--- src/rtl/mfce_pkg.sv ---
// ---------------------------------------------------------------------------
// mfce_pkg: shared types and constants of the management frame channel
// extractor.
// Holds the parse phase, element kind and status codes, and the structs that
// carry one frame byte and one result between the modules.
// ---------------------------------------------------------------------------
`default_nettype none

package mfce_pkg;

    // Fixed parameter bytes of beacon and probe response frames.
    localparam int unsigned FIXED_PARAM_BYTES = 12;
    // Fixed parameter bytes of association request frames.
    localparam int unsigned ASSOC_PARAM_BYTES = 4;

    // Frame type and subtype codes from frame control byte 0.
    localparam logic [1:0] TYPE_MGMT       = 2'd0;
    localparam logic [3:0] SUB_ASSOC_REQ   = 4'd0;
    localparam logic [3:0] SUB_PROBE_REQ   = 4'd4;
    localparam logic [3:0] SUB_PROBE_RESP  = 4'd5;
    localparam logic [3:0] SUB_BEACON      = 4'd8;

    // Tagged element ids of interest.
    localparam logic [7:0] EID_DS_PARAM = 8'd3;
    localparam logic [7:0] EID_HT_INFO  = 8'd61;

    // Valid channel ranges.
    localparam logic [7:0] DS_CHAN_MIN = 8'd1;
    localparam logic [7:0] DS_CHAN_MAX = 8'd13;
    localparam logic [7:0] HT_CHAN_MIN = 8'd34;
    localparam logic [7:0] HT_CHAN_MAX = 8'd165;

    // Byte position saturates at this value.
    localparam logic [5:0] POS_MAX = 6'd63;

    typedef enum logic [2:0] {
        PH_FC    = 3'd0,
        PH_PRE   = 3'd1,
        PH_ID    = 3'd2,
        PH_LEN   = 3'd3,
        PH_SKIP  = 3'd4,
        PH_VALUE = 3'd5,
        PH_DONE  = 3'd6
    } phase_t;

    typedef enum logic [1:0] {
        KIND_NONE = 2'd0,
        KIND_DS   = 2'd1,
        KIND_HT   = 2'd2
    } kind_t;

    typedef enum logic [1:0] {
        ST_UNSUPPORTED = 2'd0,
        ST_NOT_FOUND   = 2'd1,
        ST_FOUND       = 2'd2
    } status_t;

    // One frame byte as held in the input register.
    typedef struct packed {
        logic       valid;
        logic [7:0] frame_byte;
        logic       last_byte;
    } item_t;

    // One result transaction.
    typedef struct packed {
        status_t    status;
        logic [7:0] channel;
    } result_t;

endpackage

`default_nettype wire

--- src/rtl/mfce_in_reg.sv ---
// ---------------------------------------------------------------------------
// mfce_in_reg: input register of the channel extractor.
// Captures one frame byte per transaction and holds it until the parser
// consumes it.
// ---------------------------------------------------------------------------
`default_nettype none

module mfce_in_reg (
    input  wire logic           clk,
    input  wire logic           rst_n,
    input  wire logic           frame_valid,
    input  wire logic [7:0]     frame_byte,
    input  wire logic           last_byte,
    input  wire logic           consume,
    output logic                frame_stall,
    output mfce_pkg::item_t     item
);

    logic       valid_reg;
    logic       valid_next;
    logic [7:0] byte_reg;
    logic       last_reg;
    logic       accept;

    // The register is free when empty or when its byte leaves this cycle.
    assign frame_stall = valid_reg & ~consume;
    assign accept      = frame_valid & ~frame_stall;
    assign valid_next  = accept | (valid_reg & ~consume);

    // Occupancy flag.
    always_ff @(posedge clk or negedge rst_n)
    begin
        if (!rst_n)
        begin
            valid_reg <= 1'b0;
        end
        else
        begin
            valid_reg <= valid_next;
        end
    end

    // Payload capture.
    always_ff @(posedge clk)
    begin
        if (accept)
        begin
            byte_reg <= frame_byte;
            last_reg <= last_byte;
        end
    end

    assign item.valid      = valid_reg;
    assign item.frame_byte = byte_reg;
    assign item.last_byte  = last_reg;

    // The parser never consumes an empty register.
    assert property (@(posedge clk) disable iff (!rst_n) consume |-> valid_reg)
        else $error("mfce_in_reg: consume while empty");
    // A stall is only raised while a byte is held.
    assert property (@(posedge clk) disable iff (!rst_n) frame_stall |=> valid_reg)
        else $error("mfce_in_reg: held byte lost during stall");
    // A byte accepted into an empty register is present next cycle.
    assert property (@(posedge clk) disable iff (!rst_n)
        (accept && !valid_reg) |=> valid_reg)
        else $error("mfce_in_reg: accepted byte not registered");

endmodule

`default_nettype wire

--- src/rtl/mfce_parser.sv ---
// ---------------------------------------------------------------------------
// mfce_parser: tagged element walker of the channel extractor.
// Tracks the byte position and parse phase of the current frame and forms
// the status and channel reported on its last byte.
// ---------------------------------------------------------------------------
`default_nettype none

module mfce_parser #(
    parameter int unsigned HEADER_BYTES = 24
) (
    input  wire logic           clk,
    input  wire logic           rst_n,
    input  wire logic           step,
    input  wire mfce_pkg::item_t item,
    output mfce_pkg::result_t   result
);

    // Element offsets per subtype.
    localparam logic [5:0] OFF_LONG  =
        6'(HEADER_BYTES + mfce_pkg::FIXED_PARAM_BYTES);
    localparam logic [5:0] OFF_ASSOC =
        6'(HEADER_BYTES + mfce_pkg::ASSOC_PARAM_BYTES);
    localparam logic [5:0] OFF_PROBE = 6'(HEADER_BYTES);

    logic [5:0]        pos_reg,     pos_next;
    logic [5:0]        estart_reg,  estart_next;
    mfce_pkg::phase_t  phase_reg,   phase_next;
    mfce_pkg::kind_t   kind_reg,    kind_next;
    logic [7:0]        skip_reg,    skip_next;
    mfce_pkg::status_t hstat_reg,   hstat_next;
    logic [7:0]        hchan_reg,   hchan_next;

    logic [7:0] b;
    logic [1:0] fc_type;
    logic [3:0] fc_sub;
    logic [6:0] pos_plus1;
    logic [7:0] skip_dec;
    logic       chan_good;
    logic [5:0] walk_pos;

    assign b         = item.frame_byte;
    assign fc_type   = b[3:2];
    assign fc_sub    = b[7:4];
    assign pos_plus1 = {1'b0, pos_reg} + 7'd1;
    assign skip_dec  = skip_reg - 8'd1;
    assign walk_pos  = (pos_reg == mfce_pkg::POS_MAX) ? pos_reg : pos_plus1[5:0];

    // Range check of the candidate channel byte.
    always_comb
    begin
        if (kind_reg == mfce_pkg::KIND_DS)
        begin
            chan_good = (b >= mfce_pkg::DS_CHAN_MIN) && (b <= mfce_pkg::DS_CHAN_MAX);
        end
        else
        begin
            chan_good = (b >= mfce_pkg::HT_CHAN_MIN) && (b <= mfce_pkg::HT_CHAN_MAX);
        end
    end

    // Next state of the element walk for the byte being consumed.
    always_comb
    begin
        estart_next = estart_reg;
        phase_next  = phase_reg;
        kind_next   = kind_reg;
        skip_next   = skip_reg;
        hstat_next  = hstat_reg;
        hchan_next  = hchan_reg;
        case (phase_reg)
            mfce_pkg::PH_FC:
            begin
                phase_next = mfce_pkg::PH_PRE;
                if (fc_type != mfce_pkg::TYPE_MGMT)
                begin
                    hstat_next = mfce_pkg::ST_UNSUPPORTED;
                    hchan_next = 8'd0;
                    phase_next = mfce_pkg::PH_DONE;
                end
                else if (fc_sub == mfce_pkg::SUB_BEACON
                         || fc_sub == mfce_pkg::SUB_PROBE_RESP)
                begin
                    estart_next = OFF_LONG;
                end
                else if (fc_sub == mfce_pkg::SUB_ASSOC_REQ)
                begin
                    estart_next = OFF_ASSOC;
                end
                else if (fc_sub == mfce_pkg::SUB_PROBE_REQ)
                begin
                    estart_next = OFF_PROBE;
                end
                else
                begin
                    hstat_next = mfce_pkg::ST_UNSUPPORTED;
                    hchan_next = 8'd0;
                    phase_next = mfce_pkg::PH_DONE;
                end
            end
            mfce_pkg::PH_PRE:
            begin
                if (pos_plus1 >= {1'b0, estart_reg})
                begin
                    phase_next = mfce_pkg::PH_ID;
                end
            end
            mfce_pkg::PH_ID:
            begin
                if (b == mfce_pkg::EID_DS_PARAM)
                begin
                    kind_next = mfce_pkg::KIND_DS;
                end
                else if (b == mfce_pkg::EID_HT_INFO)
                begin
                    kind_next = mfce_pkg::KIND_HT;
                end
                else
                begin
                    kind_next = mfce_pkg::KIND_NONE;
                end
                phase_next = mfce_pkg::PH_LEN;
            end
            mfce_pkg::PH_LEN:
            begin
                if (kind_reg != mfce_pkg::KIND_NONE)
                begin
                    phase_next = mfce_pkg::PH_VALUE;
                end
                else if (b == 8'd0)
                begin
                    phase_next = mfce_pkg::PH_ID;
                end
                else
                begin
                    skip_next  = b;
                    phase_next = mfce_pkg::PH_SKIP;
                end
            end
            mfce_pkg::PH_SKIP:
            begin
                skip_next = skip_dec;
                if (skip_dec == 8'd0)
                begin
                    phase_next = mfce_pkg::PH_ID;
                end
            end
            mfce_pkg::PH_VALUE:
            begin
                hstat_next = chan_good ? mfce_pkg::ST_FOUND : mfce_pkg::ST_NOT_FOUND;
                hchan_next = chan_good ? b : 8'd0;
                phase_next = mfce_pkg::PH_DONE;
            end
            default:
            begin
                phase_next = mfce_pkg::PH_DONE;
            end
        endcase
        pos_next = walk_pos;
    end

    // Result of the frame as it stands after this byte.
    assign result.status  = hstat_next;
    assign result.channel = hchan_next;

    // Walk state; a last byte starts the next frame over.
    always_ff @(posedge clk or negedge rst_n)
    begin
        if (!rst_n)
        begin
            pos_reg    <= 6'd0;
            estart_reg <= 6'd0;
            phase_reg  <= mfce_pkg::PH_FC;
            kind_reg   <= mfce_pkg::KIND_NONE;
            skip_reg   <= 8'd0;
            hstat_reg  <= mfce_pkg::ST_NOT_FOUND;
            hchan_reg  <= 8'd0;
        end
        else if (step)
        begin
            if (item.last_byte)
            begin
                pos_reg    <= 6'd0;
                estart_reg <= 6'd0;
                phase_reg  <= mfce_pkg::PH_FC;
                kind_reg   <= mfce_pkg::KIND_NONE;
                skip_reg   <= 8'd0;
                hstat_reg  <= mfce_pkg::ST_NOT_FOUND;
                hchan_reg  <= 8'd0;
            end
            else
            begin
                pos_reg    <= pos_next;
                estart_reg <= estart_next;
                phase_reg  <= phase_next;
                kind_reg   <= kind_next;
                skip_reg   <= skip_next;
                hstat_reg  <= hstat_next;
                hchan_reg  <= hchan_next;
            end
        end
    end

    // Waiting for the element offset implies an offset was set.
    assert property (@(posedge clk) disable iff (!rst_n)
        (phase_reg == mfce_pkg::PH_PRE) |-> (estart_reg >= 6'd2))
        else $error("mfce_parser: element offset missing");
    // Skipping always has body bytes left.
    assert property (@(posedge clk) disable iff (!rst_n)
        (phase_reg == mfce_pkg::PH_SKIP) |-> (skip_reg != 8'd0))
        else $error("mfce_parser: skip with zero count");
    // A channel byte is only awaited for a matched element.
    assert property (@(posedge clk) disable iff (!rst_n)
        (phase_reg == mfce_pkg::PH_VALUE) |-> (kind_reg != mfce_pkg::KIND_NONE))
        else $error("mfce_parser: value phase without element kind");
    // A found channel is never zero.
    assert property (@(posedge clk) disable iff (!rst_n)
        (hstat_reg == mfce_pkg::ST_FOUND) |-> (hchan_reg != 8'd0))
        else $error("mfce_parser: found status with zero channel");

endmodule

`default_nettype wire

--- src/rtl/mgmt_frame_channel_extractor_core.sv ---
// ---------------------------------------------------------------------------
// mgmt_frame_channel_extractor_core: management frame channel extractor.
// Walks the tagged elements of a management frame, one byte per transaction,
// and reports the DS or HT channel it announces on the frame's last byte.
// ---------------------------------------------------------------------------
//  Channel  | Handshake                   | Payload
//  ---------+-----------------------------+---------------------------------
//  frame    | frame_valid / frame_stall   | frame_byte[7:0], last_byte
//  result   | result_valid / result_stall | status[1:0], channel[7:0]
//
//  One frame byte enters per cycle while frame_stall is low; a result is
//  presented from the result register once the parser takes its last byte.
//  Only a last byte waits on the result register; other bytes never stall.
//  Reset clears the handshake and walk state and returns to frame control.
//  While a result is stalled, bytes keep flowing until the next last byte
//  reaches the input register, which then stalls the frame channel.
// ---------------------------------------------------------------------------
`default_nettype none

module mgmt_frame_channel_extractor_core #(
    parameter int unsigned HEADER_BYTES = 24
) (
    input  wire logic       clk,
    input  wire logic       rst_n,
    input  wire logic       frame_valid,
    output logic            frame_stall,
    input  wire logic [7:0] frame_byte,
    input  wire logic       last_byte,
    output logic            result_valid,
    input  wire logic       result_stall,
    output logic [1:0]      status,
    output logic [7:0]      channel
);

    mfce_pkg::item_t   item;
    mfce_pkg::result_t walk_result;
    logic              consume;
    logic              res_valid_reg;
    logic              res_valid_next;
    mfce_pkg::result_t res_reg;
    logic              load;

    // A held byte moves on unless it is a last byte facing a full, stalled output.
    assign consume = item.valid
                   & (~item.last_byte | ~res_valid_reg | ~result_stall);
    assign load    = consume & item.last_byte;

    mfce_in_reg u_in_reg (
        .clk         (clk),
        .rst_n       (rst_n),
        .frame_valid (frame_valid),
        .frame_byte  (frame_byte),
        .last_byte   (last_byte),
        .consume     (consume),
        .frame_stall (frame_stall),
        .item        (item)
    );

    mfce_parser #(
        .HEADER_BYTES (HEADER_BYTES)
    ) u_parser (
        .clk    (clk),
        .rst_n  (rst_n),
        .step   (consume),
        .item   (item),
        .result (walk_result)
    );

    // Result register occupancy.
    always_comb
    begin
        if (load)
        begin
            res_valid_next = 1'b1;
        end
        else if (!result_stall)
        begin
            res_valid_next = 1'b0;
        end
        else
        begin
            res_valid_next = res_valid_reg;
        end
    end

    always_ff @(posedge clk or negedge rst_n)
    begin
        if (!rst_n)
        begin
            res_valid_reg <= 1'b0;
        end
        else
        begin
            res_valid_reg <= res_valid_next;
        end
    end

    // Result payload capture.
    always_ff @(posedge clk)
    begin
        if (load)
        begin
            res_reg <= walk_result;
        end
    end

    assign result_valid = res_valid_reg;
    assign status       = res_reg.status;
    assign channel      = res_reg.channel;

    // A result is never overwritten while it waits.
    assert property (@(posedge clk) disable iff (!rst_n)
        (res_valid_reg && result_stall) |-> !load)
        else $error("core: result overwritten while stalled");
    // A loaded result is presented next cycle.
    assert property (@(posedge clk) disable iff (!rst_n) load |=> res_valid_reg)
        else $error("core: loaded result not presented");
    // Only a held last byte can back up the frame channel.
    assert property (@(posedge clk) disable iff (!rst_n)
        frame_stall |-> (item.last_byte && res_valid_reg && result_stall))
        else $error("core: unexpected frame stall");

endmodule

`default_nettype wire

--- config.mk ---
export PLATFORM = sky130hd
export DESIGN_NAME = mgmt_frame_channel_extractor_core
export DESIGN_NICKNAME = d
export VERILOG_FILES = /design/src/rtl/mfce_pkg.sv /design/src/rtl/mfce_in_reg.sv /design/src/rtl/mfce_parser.sv /design/src/rtl/mgmt_frame_channel_extractor_core.sv
export SDC_FILE = /design/constraint.sdc
export NUM_CORES = 1
export LEC_CHECK = 0
export BUFFER_PORTS_ARGS = -buffer_cell sky130_fd_sc_hd__buf_2
export CAP_MARGIN = 20
export CORE_MARGIN = 2
export CORE_UTILIZATION = 50
export CTS_BUF_LIST = sky130_fd_sc_hd__clkbuf_4
export DETAILED_ROUTE_END_ITERATION = 10
export PLACE_DENSITY_LB_ADDON = 0.25
export RECOVER_POWER = 50
export SLEW_MARGIN = 20
export SYNTH_ARGS = -nofsm -noshare
export SYNTH_HDL_FRONTEND = slang
export SYNTH_HIERARCHICAL = 1
export SYNTH_SLANG_ARGS = --single-unit
export TNS_END_PERCENT = 1
--- constraint.sdc ---
create_clock -name clk -period 2.8 [get_ports clk]
set_input_delay 0 -clock clk [delete_from_list [all_inputs] [get_ports clk]]
set_output_delay 0 -clock clk [all_outputs]
set_load 0.01 [all_outputs]
# Word-level counts from Yosys, hierarchy flattened
# Index checks and enable logic that the tools add are counted.
[totals]
register_bits = 56
elab_cells = 112
[op_classes]
n_addsub = 2
magnitude_cmp = 5
eq_ne = 19
mux = 43
bitwise_logic = 12
reduce_logical = 18
[ops]
columns = ["operator", "n"]
rows = [
  ["8-bit 2-to-1 mux", 9],
  ["6-bit 2-to-1 mux", 8],
  ["8-bit case mux with 2 select lines", 2],
  ["3-bit 2-to-1 mux", 9],
  ["2-bit 2-to-1 mux", 10],
  ["8-bit zero test", 2],
  ["3-bit case mux with 5 select lines", 1],
  ["4-bit by 3-bit == test with 1-bit output, second input constant", 2],
  ["8-bit by 2-bit == test with 1-bit output, second input constant", 1],
  ["8-bit by 6-bit == test with 1-bit output, second input constant", 1],
  ["8-bit by 1-bit greater-or-equal comparator with 1-bit output, second input constant", 1],
  ["8-bit by 6-bit greater-or-equal comparator with 1-bit output, second input constant", 1],
  ["8-bit by 4-bit <= comparator with 1-bit output, second input constant", 1],
  ["8-bit <= comparator, second input constant", 1],
  ["4-bit AND reduction", 2],
  ["2-bit nonzero test", 4],
  ["8-bit by 1-bit subtractor with 8-bit output, second input constant", 1],
  ["6-bit by 1-bit adder with 7-bit output, second input constant", 1],
  ["7-bit by 6-bit greater-or-equal comparator with 1-bit output", 1],
  ["3-bit by 2-bit == test with 1-bit output, second input constant", 2],
  ["3-bit == test, second input constant", 2],
  ["6-bit == test, second input constant", 1],
  ["3-bit by 2-bit inequality test with 1-bit output, second input constant", 2],
  ["3-bit inequality test, second input constant", 2],
  ["other kinds (18)", 32],
]

# Depth between registers and ports, before layout
# Gate-level depths: netlist (run 1).
[logic_depth]
ltp_word = 9
mapped_depth = 9
depth_no_buf = 9

# Hierarchy
# Netlist (run 1), hierarchy kept.
[by_module_without_submodules]
columns = ["module", "instances", "cells_each", "area_each_um2", "seq_area_each_um2"]
rows = [
  ["mfce_parser", 1, 276, 2337.2, 802.0],
  ["mgmt_frame_channel_extractor_core", 1, 17, 355.3, 325.3],
  ["mfce_in_reg", 1, 16, 342.8, 295.3],
]

# Worst setup path after synthesis (run 1)
# No wires, ideal clock.
[synth_timing]
path_type = "reg2reg"
start = "register u_parser.pos_reg[2]"
end = "register u_parser.phase_reg[1]"
setup_time_ps = 122
arrival_time_ps = 2252
setup_slack_ps = 426
stages_incl_launch_ff = 9
period_less_slack_ps = 2374
cell_sequence = "dfrtp_1 -> and3_1 -> nand3_1 -> xnor2_1 -> ha_1 -> or4b_2 -> nor4_1 -> a311oi_1 -> a32o_1"
[synth_between]
elab_chain_cells = 4
[synth_lines]
columns = ["element", "line", "text"]
rows = [
  ["start, declared", "mfce_parser.sv:25", "logic [5:0] pos_reg, pos_next;"],
  ["start signal, assigned", "mfce_parser.sv:192", "pos_reg <= pos_next;"],
  ["6-bit by 1-bit adder with 7-bit output", "mfce_parser.sv:44", "assign pos_plus1 = {1'b0, pos_reg} + 7'd1;"],
  ["7-bit by 6-bit greater-or-equal comparator with 1-bit output", "mfce_parser.sv:102", "if (pos_plus1 >= {1'b0, estart_reg})"],
  ["3-bit by 2-bit inequality test with 1-bit output (no line)", "n/a", ""],
  ["3-bit AND reduction (no line)", "n/a", ""],
  ["end signal, assigned", "mfce_parser.sv:172", "phase_reg <= mfce_pkg::PH_FC;"],
  ["end signal, assigned", "mfce_parser.sv:184", "phase_reg <= mfce_pkg::PH_FC;"],
  ["end signal, assigned", "mfce_parser.sv:194", "phase_reg <= phase_next;"],
  ["end, declared", "mfce_parser.sv:27", "mfce_pkg::phase_t phase_reg, phase_next;"],
]
# No other way between the ends.
# A chain may end at the register's enable or synchronous reset.

# Final worst setup path (run 1)
# Ends and elaborated chain as after synthesis.

==> results of run 1 <==
-- power by group --
part	total [mW]	leakage, nW	switching (mW)	internal (mW)
registers	1.12	0.636	0.180	0.936
logic	0.830	0.666	0.468	0.362
clock network	0.440	0.0459	0.240	0.200
-- worst max-delay path by stage --
stage / startpoint / end / slack, ns
6_report: u_parser/pos_reg[2] / u_parser/phase_reg[1] / 0.16
5_1_grt: u_parser/pos_reg[2] / u_parser/phase_reg[1] / 0.02
4_1_cts: u_parser/pos_reg[2] / u_parser/phase_reg[1] / 0.18
3_5_place_dp: u_parser/pos_reg[2] / u_parser/phase_reg[1] / 0.20
3_3_place_gp: u_parser/pos_reg[2] / u_parser/phase_reg[1] / 0.31
2_1_floorplan: u_parser/pos_reg[2] / u_parser/phase_reg[1] / 0.43
-- Yosys cell counts, types with 2 or more instances --
library cell and count:
nor4_1 3, nand2b_1 7, buf_6 2, nor2b_1 4, o21ai_0 19, a21o_1 2, ha_1 7, nor3b_1 4
or3_1 4, o22ai_1 2, o41a_1 3, o2bb2ai_1 4, xnor2_1 3, or3b_2 2, a32o_1 3, a311oi_1 2
and3_1 2, o221ai_1 6, nand3_1 7, a31o_2 2, o21ai_1 4, o2111a_1 2, nand3b_1 2, a31oi_1 4
o31ai_1 4, buf_2 4, edfxtp_1 19, or4b_2 2, buf_4 2, o21a_1 2, nand2_1 38, clkbuf_1 15
a22o_1 3, a21oi_1 17, nor3_1 6, nor2_1 17, a22oi_1 4, o21ba_2 2, inv_1 13, dfrtp_1 33
or4_1 2, o22ai_2 3
-- routing by layer --
metal / global-route usage, % / up-vias / part of all wire (%)
met5: 0 / - / 0
met4: 6.67 / 0 / 1.4
met3: 3.96 / 9 / 4.3
met2: 38.0 / 67 / 50
met1: 28.3 / 1228 / 44
li1: - / 1203 / -
-- final cells by class --
cell class              count  area (sq um)  share of cell area (%)
repair buffers             44           280                    8.30
clock buffers               6          45.0                    1.33
clock inverters             2          38.8                    1.15
multi-input cells         219          1450                    42.8
flip-flops and latches     53          1420                    42.1
well taps                  75          93.8                    2.78
inverters                  13          48.8                    1.45
-- logic make-up after synthesis --
| family | synth area share, % |
|---|---|
| compound gates | 23.7 |
| xor+xnor | 1.15 |
| simple gates | 19.2 |
| mux | 0.701 |
| fa+ha+maj | 2.89 |
| flops | 46.9 |
| buf+inv | 5.48 |
-- what timing repair did --
item | 4_1_cts | 5_1_grt
setup buffers | 0 | 0
endpoints found under the hold margin | 44 | 0
hold buffers | 12 | 0
resized for setup | 0 | 0
-- worst max-delay path, cell delays in order, from the launching register on --
cell,delay [ns]
dfrtp_1,0.46
and3_1,0.25
nand3_1,0.11
xnor2_1,0.16
ha_1,0.18
or4b_2,0.62
nor4_1,0.40
a311oi_1,0.13
a32o_1,0.24
==> results.md, run 1 <==
- Ys flop type: dfrtp_1
- Share of the yosys chip area belonging to registers: 46.9%
- Clk Latency, worst-skew pair: 0.38 ns
- Fin cells: 412
- Final Critical Period: 2.64 ns
- Yosys cell types: 65
- DRC: 0
- Critical path fanouts, max: 6
- Synth Instances: 309
- Ys async rst share: 64.2%
- Leakage power: 1.35 nW
- CP required: 3.07 ns
- Post-synthesis net count: 329
- Inst Count DP: 392
- Layout Nets: 356
- Final wirelength: 6.87 mm
- Placed cell area: 0.00320 sq mm
- Crit path DAT: 2.91 ns
- Synth top area share: 27.2%
- Ports: 25
- Commonest non-fill, non-tap cell in the layout: nand2_1
- Ranking of synthesized cells by area: dfrtp_1, edfxtp_1, nand2_1
- Port Buf Inserts: 24
- Place WS: 0.201 ns
- Hold Path End: u_in_reg/byte_reg[4]
- HP Class: primary input to flip-flop
- Yosys warns: 6
- Area leader, netlist: dfrtp_1
- H-tree Lvls: 2
- Final instance area: 0.00338 sq mm
- Num CTS Buffers: 5
- Post-DP HPWL: 4.55 mm
- Crit Reg-Reg Startpoint: u_parser/pos_reg[2]
- Failing checks: capacitance limit, slew limit
- TNS Setup: 0 ns
- Routed wire length per instance: 16.7 microns
- Number of synthesized flops with an enable pin: 19
- Row count: 28
- PwrDens: 707 mW/mm^2
- Status: complete, but fails checks
- Worst setup EP type: flip-flop
- First-pass DRT Iterations: 5
- Filler instances: 551
- Syn Area/Cell: 9.82 sq um
- Final GP Congestion: 0.787
- N_diodes: 0
- Root Driver: clkbuf_4
- Gr usage total: 22.1%
- Clk pin slew, worst setup/hold paths: 0.15 ns
- Via count: 2507
- Slew headroom: -27.7%
- Overall power: 2.39 mW
- Most frequent cells in the layout: nand2_1, dfrtp_1, edfxtp_1, o21ai_0
- Die Width: 81.9 microns
- Layout Skew: 0.0159 ns
- Fmax: 379 MHz
- Wire length of the first global-routing pass: 11.4 mm
- First DRT Iteration DRCs: 185
- Hold Slack: 0.324 ns
- Number of global-route vias before repair: 2390
- Share of post-route cells with drive strength above 1: 13.6%
- Final setup violating endpoints: 0
- Crit Path Category: flip-flop to flip-flop
- Via density per instance: 6.08
- Final ANT Viol Nets: 0
- Fin crit share: 94.3%
- Worst-Margin Slew: 1.92 ns
- Area Overhead vs Synth: 11.2%
- Post-layout worst setup margin: 0.159 ns
- Reg2reg path depth: 8
- RSZ-0062 raised after global routing: no
- Post-Syn Area: 0.00304 sq mm
- Reg2reg end: u_parser/phase_reg[1]
- Die height: 81.9 microns
- Area of the core: 0.00589 sq mm
- Clk sinks: 53
- Initial antenna violation count: 0
- #FFs+latches synth: 53
- Initial core utilization: 51.6%
- DIE AREA: 0.00671 sq mm
- MaxCap Viol Count: 1
- Hold_sp: frame_byte[4]
- Clk buf depth: 2
- Largest net degree at the start of global routing: 35
- Grt ovf: 0
- Reg2Reg Setup Slack: 0.16 ns
- Worst Setup Start Kind: flip-flop
- CTS tree: built
- Max Slew Vio Count: 35
- VDD IR max: 0.426 mV
- Final hold viol count: 0
- Final Core Density: 57.4%
- Hold path cells: 2
Power figures use the tool's default switching activity.
==> run 2, diff against run 1 <==
--- a/config.mk
+++ b/config.mk
@@ -5,6 +5,7 @@
 export SDC_FILE = /design/constraint.sdc
 export NUM_CORES = 1
 export LEC_CHECK = 0
+export ABC_AREA = 1
 export BUFFER_PORTS_ARGS = -buffer_cell sky130_fd_sc_hd__buf_2
 export CAP_MARGIN = 20
 export CORE_MARGIN = 2
@@ -13,6 +14,7 @@
 export DETAILED_ROUTE_END_ITERATION = 10
 export PLACE_DENSITY_LB_ADDON = 0.25
 export RECOVER_POWER = 50
+export SETUP_SLACK_MARGIN = 0.5
 export SLEW_MARGIN = 20
 export SYNTH_ARGS = -nofsm -noshare
 export SYNTH_HDL_FRONTEND = slang
==> results.md, run 2 <==
- Most frequent cells in the layout: nand2_1, inv_1, nor2_1
- Yosys cell types: 38
- Worst setup EP type: flip-flop
- Ys async rst share: 64.2%
- Fin cells: 479
- P_sw: 0.907 mW
- CTS tree: built
- Final Critical Period: 2.14 ns
- Share of post-route cells with drive strength above 1: 14.4%
- Status: complete, but fails checks
- Overall power: 2.23 mW
- Hold_sp: frame_byte[5]
- Slowest stage cell, crit path: dfrtp_1
- Syn Area/Cell: 8.27 sq um
- Post-Syn Area: 0.00302 sq mm
- Max Slew Vio Count: 35
- Layout Nets: 423
- Clk buf depth: 2
- DIE AREA: 0.00668 sq mm
- Die Width: 81.7 microns
- Root Driver: clkbuf_4
- Wire length of the first global-routing pass: 10.8 mm
- Final setup violating endpoints: 0
- Final hold viol count: 0
- Post-layout worst setup margin: 0.655 ns
- Place WS: 0.616 ns
- Placed cell area: 0.00320 sq mm
- Logic pwr share: 37.0%
- Crit path DAT: 2.42 ns
- RSZ-0062 raised after global routing: no
- Inst Count DP: 458
- Clk Latency, worst-skew pair: 0.38 ns
- Initial core utilization: 51.3%
- Final ANT Viol Nets: 0
- DRC: 0
- Count leader, synth: nand2_1
- HP Class: primary input to flip-flop
- H-tree Lvls: 2
- TNS Setup: 0 ns
- CP Launch Point: u_parser/pos_reg[0]
- Slew headroom: -32.4%
- Grt ovf: 0
- Area leader, netlist: dfrtp_1
- Largest net degree at the start of global routing: 35
- Reg power frac: 47.3%
- Clk pwr share: 15.7%
- Post-DP HPWL: 4.62 mm
- CP required: 3.07 ns
- PwrDens: 663 mW/mm^2
- Filler instances: 542
- Cells along the critical path: ha_1 -> nand3_2 -> xor2_1 -> inv_1 -> ha_1 -> nand2_1 -> inv_1 -> nand3_1 -> nor2_1 -> nor2_1 -> nand4_1 -> nand3_1 -> nand2_1 -> nand2_1
- Ports: 25
- Number of synthesized flops with an enable pin: 19
- Int Power: 1.32 mW
- Fin crit share: 76.6%
- Routed wire length per instance: 13.6 microns
- Crit Path Category: flip-flop to flip-flop
- Port Buf Inserts: 24
- Via count: 2499
- Yosys warns: 6
- Gr usage total: 21.0%
- Ys flop type: dfrtp_1
- Most frequent CP cell: nand2_1
- VDD IR max: 0.372 mV
- Crit Reg-Reg Startpoint: u_parser/pos_reg[0]
- Area of the core: 0.00589 sq mm
- First-pass DRT Iterations: 5
- Post-synthesis net count: 385
- Synth top area share: 27.4%
- Register area: 0.00142 sq mm
- Number of global-route vias before repair: 2344
- Area Overhead vs Synth: 11.5%
- Final instance area: 0.00337 sq mm
- Row count: 28
- Initial antenna violation count: 0
- Most instantiated cells after synthesis: nand2_1, inv_1, nor2_1
- Failing checks: capacitance limit, slew limit
- Die height: 81.7 microns
- CP max stage delay: 0.42 ns
- Clk sinks: 53
- Worst-Margin Slew: 1.99 ns
- Num CTS Buffers: 5
- Layout Skew: 0.0178 ns
- Synth Instances: 365
- #FFs+latches synth: 53
- Critical path fanouts, max: 4
- Via density per instance: 5.22
- Ranking of synthesized cells by area: dfrtp_1, edfxtp_1, nand2_1
- Fmax: 466 MHz
- Clk pin slew, worst setup/hold paths: 0.15 ns
- Worst Setup Start Kind: flip-flop
- Share of the yosys chip area belonging to registers: 47.1%
- MaxCap Viol Count: 1
- Reg2Reg Setup Slack: 0.66 ns
- Net Sw Frac: 40.6%
- First DRT Iteration DRCs: 175
- Commonest non-fill, non-tap cell in the layout: nand2_1
- Final wirelength: 6.52 mm
- Area occupied by multi-input gates: 0.00135 sq mm
- Leakage power: 1.59 nW
- Final GP Congestion: 0.833
- N_diodes: 0
run 2: power groups by stage:
stage	clock (mW)	combinational (mW)	sequential [mW]
2_1_floorplan	0	0.672	1.04
3_3_place_gp	0	0.791	1.06
3_5_place_dp	0	0.807	1.07
4_1_cts	0.367	0.825	1.05
5_1_grt	0.392	0.947	1.07
6_report	0.351	0.826	1.05
run 2: worst paths after layout:
check	endpoint	cells past startpoint
setup / recovery	u_parser/phase_reg[0]	14
hold / removal	u_in_reg/byte_reg[5]	2
setup reg to reg	u_parser/phase_reg[0]	14
hold reg to reg	u_parser/phase_reg[0]	2
max in group asynchronous	u_parser/pos_reg[5]	2
min in group asynchronous	u_parser/skip_reg[5]	2
run 2: area by class of cell:
type                    count  area share, %
clock buffers               5           1.12
clock inverters             3          0.669
inverters                  49           5.46
multi-input cells         253           40.1
flip-flops and latches     53           42.3
well taps                  75           2.79
repair buffers             41           7.58
run 2: cell families after synthesis:
group | Yosys count | share of synthesized area (%)
buffers and inverters | 59 | 8.33
adders and majority gates | 7 | 2.90
AOI/OAI and AO/OA | 62 | 13.0
xor gates and xnor gates | 5 | 1.45
DFF | 53 | 47.1
and+or+nand+nor | 179 | 27.2
run 2: stage by stage:
stage / hold WS (ns) / util, %
after CTS: 0.253 / 57.4
after detailed placement: 0.147 / 54.3
final: 0.323 / 57.2
after floorplan: -0.296 / -
after global routing: 0.300 / 57.2
after global placement: 0.143 / 54.3
run 2: worst max-delay path, delay by kind of cell (launching register included):
family                   cells  cell delay (ns)
XOR/XNOR                     1             0.19
adder cells (fa/ha/maj)      2             0.57
buffers and inverters        2             0.11
flip-flops                   1             0.42
AND/OR/NAND/NOR              9             0.76
run 2: per-layer routing:
metal  vias up  part of all wire [%]  track usage [%]
met5         -                     0                0
met4         0                   1.0             5.50
met3         8                   4.0             3.52
met2        72                    48             35.2
met1      1138                    47             28.4
li1       1281                     -                -
run 2: what timing repair did:
action | 4_1_cts | 5_1_grt
setup endpoints to repair | 0 | 3
buffers inserted | 0 | 1
hold endpoints to repair | 44 | 0
hold buffers | 12 | 0
resized for setup | 0 | 1
